File: config.mk
export PLATFORM = sky130hd
export DESIGN_NAME = quadrature_decoder_index_check_top
export DESIGN_NICKNAME = d
export VERILOG_FILES = /design/src/design/qdic_pkg.sv /design/src/design/qdic_cfg.sv /design/src/design/qdic_enc.sv /design/src/design/quadrature_decoder_index_check_top.sv
export SDC_FILE = /design/constraint.sdc
export NUM_CORES = 2
export LEC_CHECK = 0
export BUFFER_PORTS_ARGS = -buffer_cell sky130_fd_sc_hd__buf_2
export CAP_MARGIN = 10
export CELL_PAD_IN_SITES_DETAIL_PLACEMENT = 1
export CELL_PAD_IN_SITES_GLOBAL_PLACEMENT = 1
export CORE_MARGIN = 4
export CORE_UTILIZATION = 45
export DETAILED_ROUTE_END_ITERATION = 10
export HOLD_SLACK_MARGIN = 0.12
export PLACE_DENSITY_LB_ADDON = 0.1
export SLEW_MARGIN = 20
export SYNTH_ARGS = -nofsm -noshare
export SYNTH_HDL_FRONTEND = slang
export SYNTH_SLANG_ARGS = --single-unit
File: constraint.sdc
create_clock -name clk -period 16.2 [get_ports clk]
set_input_delay 4.86 -clock clk [delete_from_list [all_inputs] [get_ports clk]]
set_output_delay 4.86 -clock clk [all_outputs]
set_load 0.1 [all_outputs]
File: src/design/qdic_pkg.sv
// ----------------------------------------------------------------------------
// qdic_pkg: shared types and constants for the quadrature decoder
// Encoder state record, configuration record, opcodes and register indexes.
// ----------------------------------------------------------------------------
`timescale 1ns / 1ps
`default_nettype none

package qdic_pkg;

  // encoder slots kept in storage and pins per encoder
  localparam int MaxEncoders         = 2;
  localparam int EncoderCountDefault = 2;
  localparam int PinsPerEncoder      = 3;
  localparam int PinWidth            = MaxEncoders * PinsPerEncoder;
  localparam int SelWidth            = (MaxEncoders > 1) ? $clog2(MaxEncoders) : 1;

  // register reset values
  localparam logic [15:0] ResolutionReset = 16'd2000;
  localparam logic [7:0]  ToleranceReset  = 8'd2;

  // result beat width: 136 bits, already whole bytes
  localparam int ResultWidth = 136;

  typedef enum logic {
    OP_SAMPLE = 1'b0,
    OP_CLEAR  = 1'b1
  } opcode_t;

  typedef enum logic {
    REG_INDEX_RESOLUTION = 1'b0,
    REG_SLIP_TOLERANCE   = 1'b1
  } reg_index_t;

  typedef struct packed {
    logic [15:0] slip_total;
    logic [7:0]  slip_errors;
    logic [15:0] index_pulses;
    logic [31:0] last_index_count;
    logic [15:0] first_index_phase;
    logic [31:0] first_index_count;
    logic [15:0] phase;
    logic [31:0] count;
  } enc_state_t;

  typedef struct packed {
    logic [15:0] resolution;
    logic [7:0]  tolerance;
  } cfg_t;

  typedef struct packed {
    logic upd;
    logic clr;
  } enc_ctl_t;

endpackage

`default_nettype wire

File: src/design/qdic_cfg.sv
// ----------------------------------------------------------------------------
// qdic_cfg: configuration registers
// Holds the phase modulus and the slip tolerance, written over the cfg channel.
// ----------------------------------------------------------------------------
`timescale 1ns / 1ps
`default_nettype none

module qdic_cfg
  import qdic_pkg::*;
(
  input  wire logic        clk,
  input  wire logic        rst,
  input  wire logic        cfg_valid,
  output logic             cfg_ready,
  input  wire reg_index_t  cfg_index,
  input  wire logic [15:0] cfg_data,
  output cfg_t             cfg
);

  // writes are taken in any cycle outside reset
  assign cfg_ready = !rst;

  // register file
  always_ff @(posedge clk) begin
    if (rst) begin
      cfg.resolution <= ResolutionReset;
      cfg.tolerance  <= ToleranceReset;
    end else if (cfg_valid && cfg_ready) begin
      case (cfg_index)
        REG_INDEX_RESOLUTION: cfg.resolution <= cfg_data;
        REG_SLIP_TOLERANCE:   cfg.tolerance  <= cfg_data[7:0];
        default:              cfg.resolution <= cfg.resolution;
      endcase
    end
  end

endmodule

`default_nettype wire

File: src/design/qdic_enc.sv
// ----------------------------------------------------------------------------
// qdic_enc: one encoder channel
// x4 edge decode, wrapped phase counter, index capture and slip check.
// ----------------------------------------------------------------------------
`timescale 1ns / 1ps
`default_nettype none

module qdic_enc
  import qdic_pkg::*;
(
  input  wire logic                      clk,
  input  wire logic                      rst,
  input  wire enc_ctl_t                  ctl,
  input  wire logic [PinsPerEncoder-1:0] pins_now,
  input  wire logic [PinsPerEncoder-1:0] pins_old,
  input  wire cfg_t                      cfg,
  output enc_state_t                     st_next
);

  enc_state_t  st;
  enc_state_t  calc;
  logic [15:0] lim;
  logic        a_chg;
  logic        b_chg;
  logic        dir;
  logic        count_up;
  logic [15:0] phase1;
  logic [15:0] phase2;
  logic [31:0] count_calc;
  logic        z_rise;
  logic        first_unset;
  logic [15:0] first_phase_cap;
  logic [16:0] diff;
  logic [16:0] mag;
  logic        slip;

  function automatic logic [15:0] phase_up(input logic [15:0] p, input logic [15:0] l);
    phase_up = (p >= l) ? 16'd0 : p + 16'd1;
  endfunction

  function automatic logic [15:0] phase_dn(input logic [15:0] p, input logic [15:0] l);
    phase_dn = (p == 16'd0 || p > l) ? l : p - 16'd1;
  endfunction

  // edge decode, a step first then b step
  always_comb begin
    lim      = cfg.resolution - 16'd1;
    a_chg    = pins_now[0] ^ pins_old[0];
    b_chg    = pins_now[1] ^ pins_old[1];
    dir      = pins_now[0] ^ pins_now[1];
    phase1   = a_chg ? (dir ? phase_up(st.phase, lim) : phase_dn(st.phase, lim)) : st.phase;
    phase2   = b_chg ? (dir ? phase_dn(phase1, lim) : phase_up(phase1, lim)) : phase1;
    count_up = a_chg ? dir : !dir;
    if (a_chg ^ b_chg) begin
      count_calc = count_up ? st.count + 32'd1 : st.count - 32'd1;
    end else begin
      count_calc = st.count;
    end
  end

  // index pulse: capture, count and slip check
  always_comb begin
    z_rise          = pins_now[2] & ~pins_old[2];
    first_unset     = (st.first_index_count == 32'd0);
    first_phase_cap = first_unset ? phase2 : st.first_index_phase;
    diff            = {1'b0, phase2} - {1'b0, first_phase_cap};
    mag             = diff[16] ? (17'd0 - diff) : diff;
    slip            = mag > {9'd0, cfg.tolerance};

    calc       = st;
    calc.count = count_calc;
    calc.phase = phase2;
    if (z_rise) begin
      if (first_unset) begin
        calc.first_index_count = count_calc;
        calc.first_index_phase = phase2;
      end
      calc.last_index_count = count_calc;
      calc.index_pulses     = st.index_pulses + 16'd1;
      if (slip) begin
        calc.slip_errors       = st.slip_errors + 8'd1;
        calc.slip_total        = st.slip_total + mag[15:0];
        calc.first_index_count = 32'd0;
      end
    end
  end

  // next state select
  always_comb begin
    if (ctl.clr) begin
      st_next = '0;
    end else if (ctl.upd) begin
      st_next = calc;
    end else begin
      st_next = st;
    end
  end

  // state register
  always_ff @(posedge clk) begin
    if (rst) begin
      st <= '0;
    end else begin
      st <= st_next;
    end
  end

  // index and slip counters only move on an index edge
  a_idx_quiet: assert property (@(posedge clk) disable iff (rst)
    !(ctl.upd && z_rise) && !ctl.clr |=>
      st.index_pulses == $past(st.index_pulses) &&
      st.slip_errors == $past(st.slip_errors))
    else $error("index counters moved without an index edge");

  // a clear zeroes position and phase
  a_clr_zero: assert property (@(posedge clk) disable iff (rst)
    ctl.clr |=> st.count == 32'd0 && st.phase == 16'd0 && st.slip_total == 16'd0)
    else $error("clear left encoder state nonzero");

endmodule

`default_nettype wire

File: src/design/quadrature_decoder_index_check_top.sv
// ----------------------------------------------------------------------------
// quadrature_decoder_index_check_top: dual x4 quadrature decoder with index
// Decodes A/B/Z samples of up to two encoders and reports one encoder's
// position, index captures and slip statistics per input beat.
//
// Usage:
//   s_* carries one beat per pin sample: s_tdata holds the A,B,Z pins, s_tuser
//   holds the opcode (sample or clear) and the encoder selected for reporting.
//   m_* returns exactly one result beat per input beat, in order.
//   cfg_* writes the phase modulus (index 0) and the slip tolerance (index 1);
//   write them only while no beat is in flight.
// Timing: a beat's result is on m_* in the cycle after it is accepted; one beat
//   per cycle is sustained while m_tready is high. All decode, phase wrap and slip
//   check work sits between the encoder state registers and the result register.
// Reset: rst clears all counters, the previous-pin register and m_tvalid, and
//   loads the register defaults (modulus 2000, tolerance 2).
//   s_tready and cfg_ready are low during reset.
// Stall: while m_tready is low the result holds and s_tready drops; a new beat
//   is taken in the same cycle the waiting result is taken.
// ----------------------------------------------------------------------------
`timescale 1ns / 1ps
`default_nettype none

module quadrature_decoder_index_check_top
  import qdic_pkg::*;
#(
  parameter int ENCODER_COUNT = EncoderCountDefault
)(
  input  wire logic                   clk,
  input  wire logic                   rst,
  // input stream
  input  wire logic                   s_tvalid,
  output logic                        s_tready,
  input  wire logic [7:0]             s_tdata,   // [5:0] pins, [7:6] zero
  input  wire logic [1:0]             s_tuser,   // [0] opcode, [1] report_index
  // result stream
  output logic                        m_tvalid,
  input  wire logic                   m_tready,
  output logic [ResultWidth-1:0]      m_tdata,   // [31:0] position,
                                                 // [63:32] first_index_position,
                                                 // [95:64] last_index_position,
                                                 // [111:96] index_count,
                                                 // [119:112] slip_error_count,
                                                 // [135:120] slip_error_sum
  // configuration writes
  input  wire logic                   cfg_valid,
  output logic                        cfg_ready,
  input  wire logic                   cfg_index,
  input  wire logic [15:0]            cfg_data
);

  cfg_t                  cfg;
  logic                  accept;
  opcode_t               opcode;
  logic [SelWidth-1:0]   report_sel;
  logic [PinWidth-1:0]   prev_pins;
  enc_state_t            enc_next [MaxEncoders];
  enc_state_t            result;

  // configuration registers
  qdic_cfg u_cfg (
    .clk       (clk),
    .rst       (rst),
    .cfg_valid (cfg_valid),
    .cfg_ready (cfg_ready),
    .cfg_index (reg_index_t'(cfg_index)),
    .cfg_data  (cfg_data),
    .cfg       (cfg)
  );

  // input handshake: take a beat whenever the result slot frees up
  assign s_tready   = !rst && (!m_tvalid || m_tready);
  assign accept     = s_tvalid && s_tready;
  assign opcode     = opcode_t'(s_tuser[0]);
  assign report_sel = SelWidth'(s_tuser[1]);

  // encoder channels
  for (genvar i = 0; i < MaxEncoders; i++) begin : g_enc
    localparam bit Present = (i < ENCODER_COUNT);
    enc_ctl_t ctl;

    assign ctl.upd = Present && accept && (opcode == OP_SAMPLE);
    assign ctl.clr = accept && (opcode == OP_CLEAR);

    qdic_enc u_enc (
      .clk      (clk),
      .rst      (rst),
      .ctl      (ctl),
      .pins_now (s_tdata[i*PinsPerEncoder +: PinsPerEncoder]),
      .pins_old (prev_pins[i*PinsPerEncoder +: PinsPerEncoder]),
      .cfg      (cfg),
      .st_next  (enc_next[i])
    );
  end

  // previous sample for edge detection
  always_ff @(posedge clk) begin
    if (rst) begin
      prev_pins <= '0;
    end else if (accept && opcode == OP_SAMPLE) begin
      prev_pins <= s_tdata[PinWidth-1:0];
    end
  end

  // report the selected encoder after this beat's update
  assign result = enc_next[report_sel];

  // result register
  always_ff @(posedge clk) begin
    if (rst) begin
      m_tvalid <= 1'b0;
    end else if (accept) begin
      m_tvalid <= 1'b1;
    end else if (m_tready) begin
      m_tvalid <= 1'b0;
    end
  end

  always_ff @(posedge clk) begin
    if (accept) begin
      m_tdata <= {result.slip_total, result.slip_errors, result.index_pulses,
                  result.last_index_count, result.first_index_count, result.count};
    end
  end

  // a clear beat reports zeroed index statistics next cycle
  a_clear_result: assert property (@(posedge clk) disable iff (rst)
    accept && s_tuser[0] == OP_CLEAR |=> m_tvalid && m_tdata[135:64] == '0)
    else $error("clear beat did not report zeroed statistics");

  // previous pins follow each accepted sample
  a_prev_pins: assert property (@(posedge clk) disable iff (rst)
    accept && s_tuser[0] == OP_SAMPLE |=> prev_pins == $past(s_tdata[PinWidth-1:0]))
    else $error("previous pins not updated by sample beat");

endmodule

`default_nettype wire

Yosys cells after proc, flatten, opt, wreduce, memory -nomap -nowiden
Index checks and enable logic that the tools add are counted. W data, S select, Z words.

Bitwise gates (word level): 15. Add/sub/neg operators: 23. Reduce and logical (&&, ||, !) cells: 23. Muxes and demuxes: 43. Magnitude comparators: 11.

Operators with widths (number): $mux W168 (7); $mux W16 (18); $mux W120 (2); $mux W32 (6); $add A16 B1 Y16 const B (6); $mux W48 (2); $sub A16 B1 Y16 const B (5); $add A32 B1 Y32 const B (2); $ge A16 B16 Y1 (4); $gt A16 B16 Y1 (4); $logic_not A16 Y1 (4); $logic_not A32 Y1 (2); $sub A32 B1 Y32 const B (2); $mux W24 (2); $gt A17 B8 Y1 (2); $mux W17 (2); $sub A1 B17 Y17 const A (2); $sub A16 B16 Y17 (2); $add A16 B16 Y16 (2); $add A8 B1 Y8 const B (2); $xor A1 B1 Y1 (8); $logic_and A1 B1 Y1 (5); $logic_or A1 B1 Y1 (5); $logic_not A1 Y1 (4); 7 further kinds (15).

Register bits after elaboration: 503. Input bits: 32. Output and inout port bits: 139. Logic and storage cells: 136.

Logic depth before layout (Yosys ltp)
Depth in word-level cells: 23. Gate-level depth with buffers: 62. Depth with buffers taken out: 59.

By module
Synthesis repeated with hierarchy kept, for this count alone.

Cells, all modules: 4485. Area, all modules: 37513.5 µm².

Modules (own cells, without submodules): qdic_enc at g_enc[1].u_enc (area each 15378.5 µm², times used 1, cells an instance 2054); qdic_enc at g_enc[0].u_enc (area each 14895.5 µm², times used 1, cells an instance 2005); quadrature_decoder_index_check_top (area each 6195.9 µm², times used 1, cells an instance 327); qdic_cfg (area each 1043.5 µm², times used 1, cells an instance 99).

Worst setup path after synthesis
Ideal clock, no wire load.

Kind: input port to flip-flop. Start: in s_tdata[4]. End: reg m_tdata[135], data pin. Library setup time: 271 ps. Arrival time: 14514 ps. Setup slack: 1414 ps. Buffers on the path: 4. Stages: 51. Cell sequence: clkbuf_1 xor2_1 o31ai_2 or3_1 buf_4 o21a_1 a21o_1 nand2_1 ha_1 a21o_1 a21o_1 a21oi_1 o21a_1 o21ai_0 maj3_1 o211ai_2 a21oi_1 a41oi_2 (+15 left out) clkbuf_1 nor2_1 a21o_1 ha_1 a21o_1 a21o_1 a21o_1 a21oi_1 o21ai_0 a211o_1 a2111oi_0 nor3_1 a31oi_1 o21ai_0 xnor2_1 nor2_1 xnor2_1 o22ai_1.

RTL lines: from (decl) (RTL line quadrature_decoder_index_check_top.sv:34) `input wire logic [7:0] s_tdata,`; to (signal assigned) (RTL line quadrature_decoder_index_check_top.sv:121) `m_tdata <= {result.slip_total, result.slip_errors, result.index_pulses,`; to (decl) (RTL line quadrature_decoder_index_check_top.sv:39) `output logic [ResultWidth-1:0] m_tdata,`.

==> reports/qor.yml <==
number_of_buffers_inserted_by_post_cts_setup_repair: 0
fp.coreArea_sq_mm: 0.0747
wl_met2_mm: 55.2
globalRoute.totalOverflow: 0
critical-path-slowest-cell: "sky130_fd_sc_hd__or3_1"
critical_path_required_time_ns: 16.58
yosys-top-cells-area: "sky130_fd_sc_hd__dfxtp_1, sky130_fd_sc_hd__edfxtp_1, sky130_fd_sc_hd__ha_1"
antenna_violations_before_repair: 6
detailedRoute.firstPassIterationCount: 6
critical_path.endpoint: "m_tdata[135]"
wl_met3_mm: 8.26
tritoncts: "yes"
netlist_top_cells_count: "sky130_fd_sc_hd__nor2_1, sky130_fd_sc_hd__dfxtp_1, sky130_fd_sc_hd__nand2_1, sky130_fd_sc_hd__a21oi_1, sky130_fd_sc_hd__ha_1"
finalHoldViolations: 0
critPathCaptureType: "register"
syn2layout_area_growth_pct: 12.1
gr-usage-all-layers_pct: 30.2
post_drt_wl_per_cell_microns: 24.5
synth_area_in_compound_gates_pct: 22.6
worst_slew_pin_slew_ns: 1.13
holdBufCountCts: 0
ys_ff_latch: 503
route.layer.met1.wl_mm: 60.0
timing.critical_path.from: "s_tdata[4]"
final_design_area_no_fill_sq_mm: 0.0382
drt_first_iter_violations: 2929
drtAntennaViolNets: 0
cts.path.max_buffers: 3
proportion_of_synthesized_area_in_mux_cells_pct: 4.71
htree_num_levels: 2
vias_in_the_first_global_route: 31973
cts-buffers-inserted: 57
die-area_sq_mm: 0.0802
chipWidth_microns: 283
fmax_mhz: 65.5
maximum_number_of_pins_on_one_net_before_global_route_repair: 91
critical_path_class: "in2reg"
r2r_start: "u_cfg.cfg[8]"
status: "complete, no violations"
post_synth_xor_area_fraction_pct: 6.77
syn-instance-count: 4014
synthesis.area_per_instance_sq_um: 8.49
synth_top_flop_cell: "sky130_fd_sc_hd__dfxtp_1"
post_dp_cell_area_sq_mm: 0.0362
wl_mm: 126
final_setup_viols: 0
finalCoreUtilization_pct: 51.1
drive_above_1_share_pct: 11.6
yosys.cell_types.count: 118
cap_viol_max_count: 0
topRoutingLayerUsed: "met4"
synth_top_area_cell: "sky130_fd_sc_hd__dfxtp_1"
detail_route.drc_violations: 0
whs_ns: 0.459
critPathLaunchType: "input port"
path_clk_slew_ns: 0.06
layout_worst_path_cycle_share_pct: 94.3
worstHoldPathType: "reg2reg"
simple_logic_cell_fraction_of_the_synthesized_area_pct: 20.1
r2r_slack_ns: 1.79
maxSlewHeadroom_pct: 23.8
grt_first_pass_wirelength_mm: 194
rr_endpoint: "m_tdata[135]"
route.detailed.vias_per_inst: 6.26
totalNegativeSetupSlack_ns: 0
grt_setup_unrepaired: "no"
clk_root_buffer_cell: "sky130_fd_sc_hd__clkbuf_16"
worst_path_arrival_time_ns: 15.65
worst_clock_skew_ns: 0.0518
synth_top_family_by_area: "compound AO/OA/AOI/OAI gates"
vias: 32126
post_synth_edffs: 136
clk_sinks: 503
gp_congestion: 0.911
number_of_rows_in_the_core_area: 100
post_dp_hpwl_mm: 91.7
ys_seq_area_share_pct: 33.5
rr_worst_depth: 56
synth_top_area_share_pct: 21.6
synth_async_sr_flop_share_pct: 0
clk_latency_ns: 0.67
syn-cell-area_sq_mm: 0.0341
starting_density_pct: 45.6
die_y_microns: 283
synthAdderAreaFrac_pct: 8.35
synth.most_common_cell: "sky130_fd_sc_hd__nor2_1"
final_period_minus_worst_setup_slack_ns: 15.27
synth_fp_nets: 4269
cts-resized-gates: 0
crit_top_cell: "sky130_fd_sc_hd__a21o_1"
antenna-diode-count: 0
cp.buffers_inverters: 3
crit_family: "compound AO/OA/AOI/OAI gates"
slowest_delay_ns: 0.56
slew_violations: 0
warning_count_from_the_yosys_run: 0
critical_path_depth: 48
critPathMaxFanout: 12
nNetsFinal: 4372
boundaryPins: 171
port-buffer-count: 168
## stage by stage
stage	std cells	setup WS, ns
after global routing	5134	0.146
after floorplan	4014	1.41
final	5134	0.925
after global placement	5027	0.615
after CTS	5134	1.07
after detailed placement	5027	0.512
## cell type report
type,instances,area [sq um]
Tap cell,969,1210
Clock inverter,32,402
Fill cell,8825,36500
Timing Repair Buffer,274,1670
Multi-Input combinational cell,3167,21500
Inverter,114,433
Sequential cell,503,11400
Clock buffer,75,1560
## state kept, by name, summed over array words and instances, names as in the netlist
name / flops
u_cfg.cfg: 24
m_tdata: 136
m_tvalid: 1
g_enc.u_enc.st: 336
prev_pins: 6
## cell usage in the layout, fill, tap and decap left out, types with 16 or more instances in the layout
| cell type | synthesis | layout |
|---|---|---|
| sky130_fd_sc_hd__o21a_1 | 35 | 35 |
| sky130_fd_sc_hd__or3_1 | 27 | 27 |
| sky130_fd_sc_hd__and3_1 | 43 | 41 |
| sky130_fd_sc_hd__o211ai_1 | 25 | 25 |
| sky130_fd_sc_hd__ha_1 | 217 | 217 |
| sky130_fd_sc_hd__o211a_1 | 30 | 30 |
| sky130_fd_sc_hd__nand4_1 | 56 | 56 |
| sky130_fd_sc_hd__clkbuf_16 | 0 | 58 |
| sky130_fd_sc_hd__dfxtp_1 | 367 | 367 |
| sky130_fd_sc_hd__mux2i_1 | 130 | 130 |
| sky130_fd_sc_hd__buf_2 | 15 | 166 |
| sky130_fd_sc_hd__nor3_1 | 107 | 105 |
| sky130_fd_sc_hd__o21bai_1 | 20 | 20 |
| sky130_fd_sc_hd__edfxtp_1 | 136 | 136 |
| sky130_fd_sc_hd__xor2_1 | 77 | 75 |
| sky130_fd_sc_hd__a211oi_1 | 46 | 46 |
| sky130_fd_sc_hd__or4_1 | 20 | 20 |
| sky130_fd_sc_hd__o31ai_1 | 24 | 24 |
| sky130_fd_sc_hd__nor4_1 | 47 | 46 |
| sky130_fd_sc_hd__nor2b_1 | 28 | 28 |
| sky130_fd_sc_hd__nand2b_1 | 40 | 40 |
| sky130_fd_sc_hd__o22ai_1 | 19 | 19 |
| sky130_fd_sc_hd__nand3_1 | 103 | 103 |
| sky130_fd_sc_hd__mux2_2 | 27 | 27 |
| sky130_fd_sc_hd__and2_1 | 52 | 52 |
| sky130_fd_sc_hd__xnor2_1 | 181 | 177 |
| sky130_fd_sc_hd__a21o_1 | 75 | 75 |
| sky130_fd_sc_hd__a31oi_1 | 40 | 39 |
| sky130_fd_sc_hd__a22oi_1 | 65 | 65 |
| sky130_fd_sc_hd__nor3b_1 | 17 | 16 |
| sky130_fd_sc_hd__nor2_1 | 502 | 497 |
| sky130_fd_sc_hd__a21oi_1 | 258 | 256 |
| sky130_fd_sc_hd__o21ai_0 | 180 | 179 |
| sky130_fd_sc_hd__inv_1 | 112 | 111 |
| sky130_fd_sc_hd__buf_4 | 2 | 105 |
| sky130_fd_sc_hd__a221o_1 | 22 | 22 |
| sky130_fd_sc_hd__a22o_1 | 60 | 60 |
| sky130_fd_sc_hd__nand2_1 | 317 | 314 |
## worst min path at each step
stage,from,end,slack (ns),depth (start not counted)
2_1_floorplan,g_enc[1].u_enc.st[81],g_enc[1].u_enc.st[81],0.44,2
3_3_place_gp,prev_pins[2],prev_pins[2],0.44,2
3_5_place_dp,g_enc[1].u_enc.st[81],g_enc[1].u_enc.st[81],0.45,2
6_report,prev_pins[2],prev_pins[2],0.46,2
5_1_grt,u_cfg.cfg[4],u_cfg.cfg[4],0.48,2
4_1_cts,prev_pins[5],prev_pins[5],0.46,2
## kinds of logic after synthesis
family          after synthesis
compound gates             1100
xor+xnor                    260
fa+ha+maj                   224
buf+inv                     344
flops                       503
mux                         157
simple gates               1426
## worst register-to-register path, delay by kind of cell (launching register included)
kind / cells / cell delay, ns
flops: 1 / 0.30
mux: 2 / 0.28
buf+inv: 5 / 0.91
simple gates: 14 / 3.28
fa+ha+maj: 6 / 1.86
compound gates: 26 / 6.62
xor+xnor: 3 / 0.92
## routing by layer
layer | track usage (%) | vias to the layer above
met5 | 0 | -
met3 | 3.59 | 148
met4 | 6.28 | 0
li1 | - | 14984
met1 | 44.7 | 15969
met2 | 47.5 | 1025
Power is not shown: default switching activity piles up to over one toggle a cycle in this logic, so the estimate is an artifact.
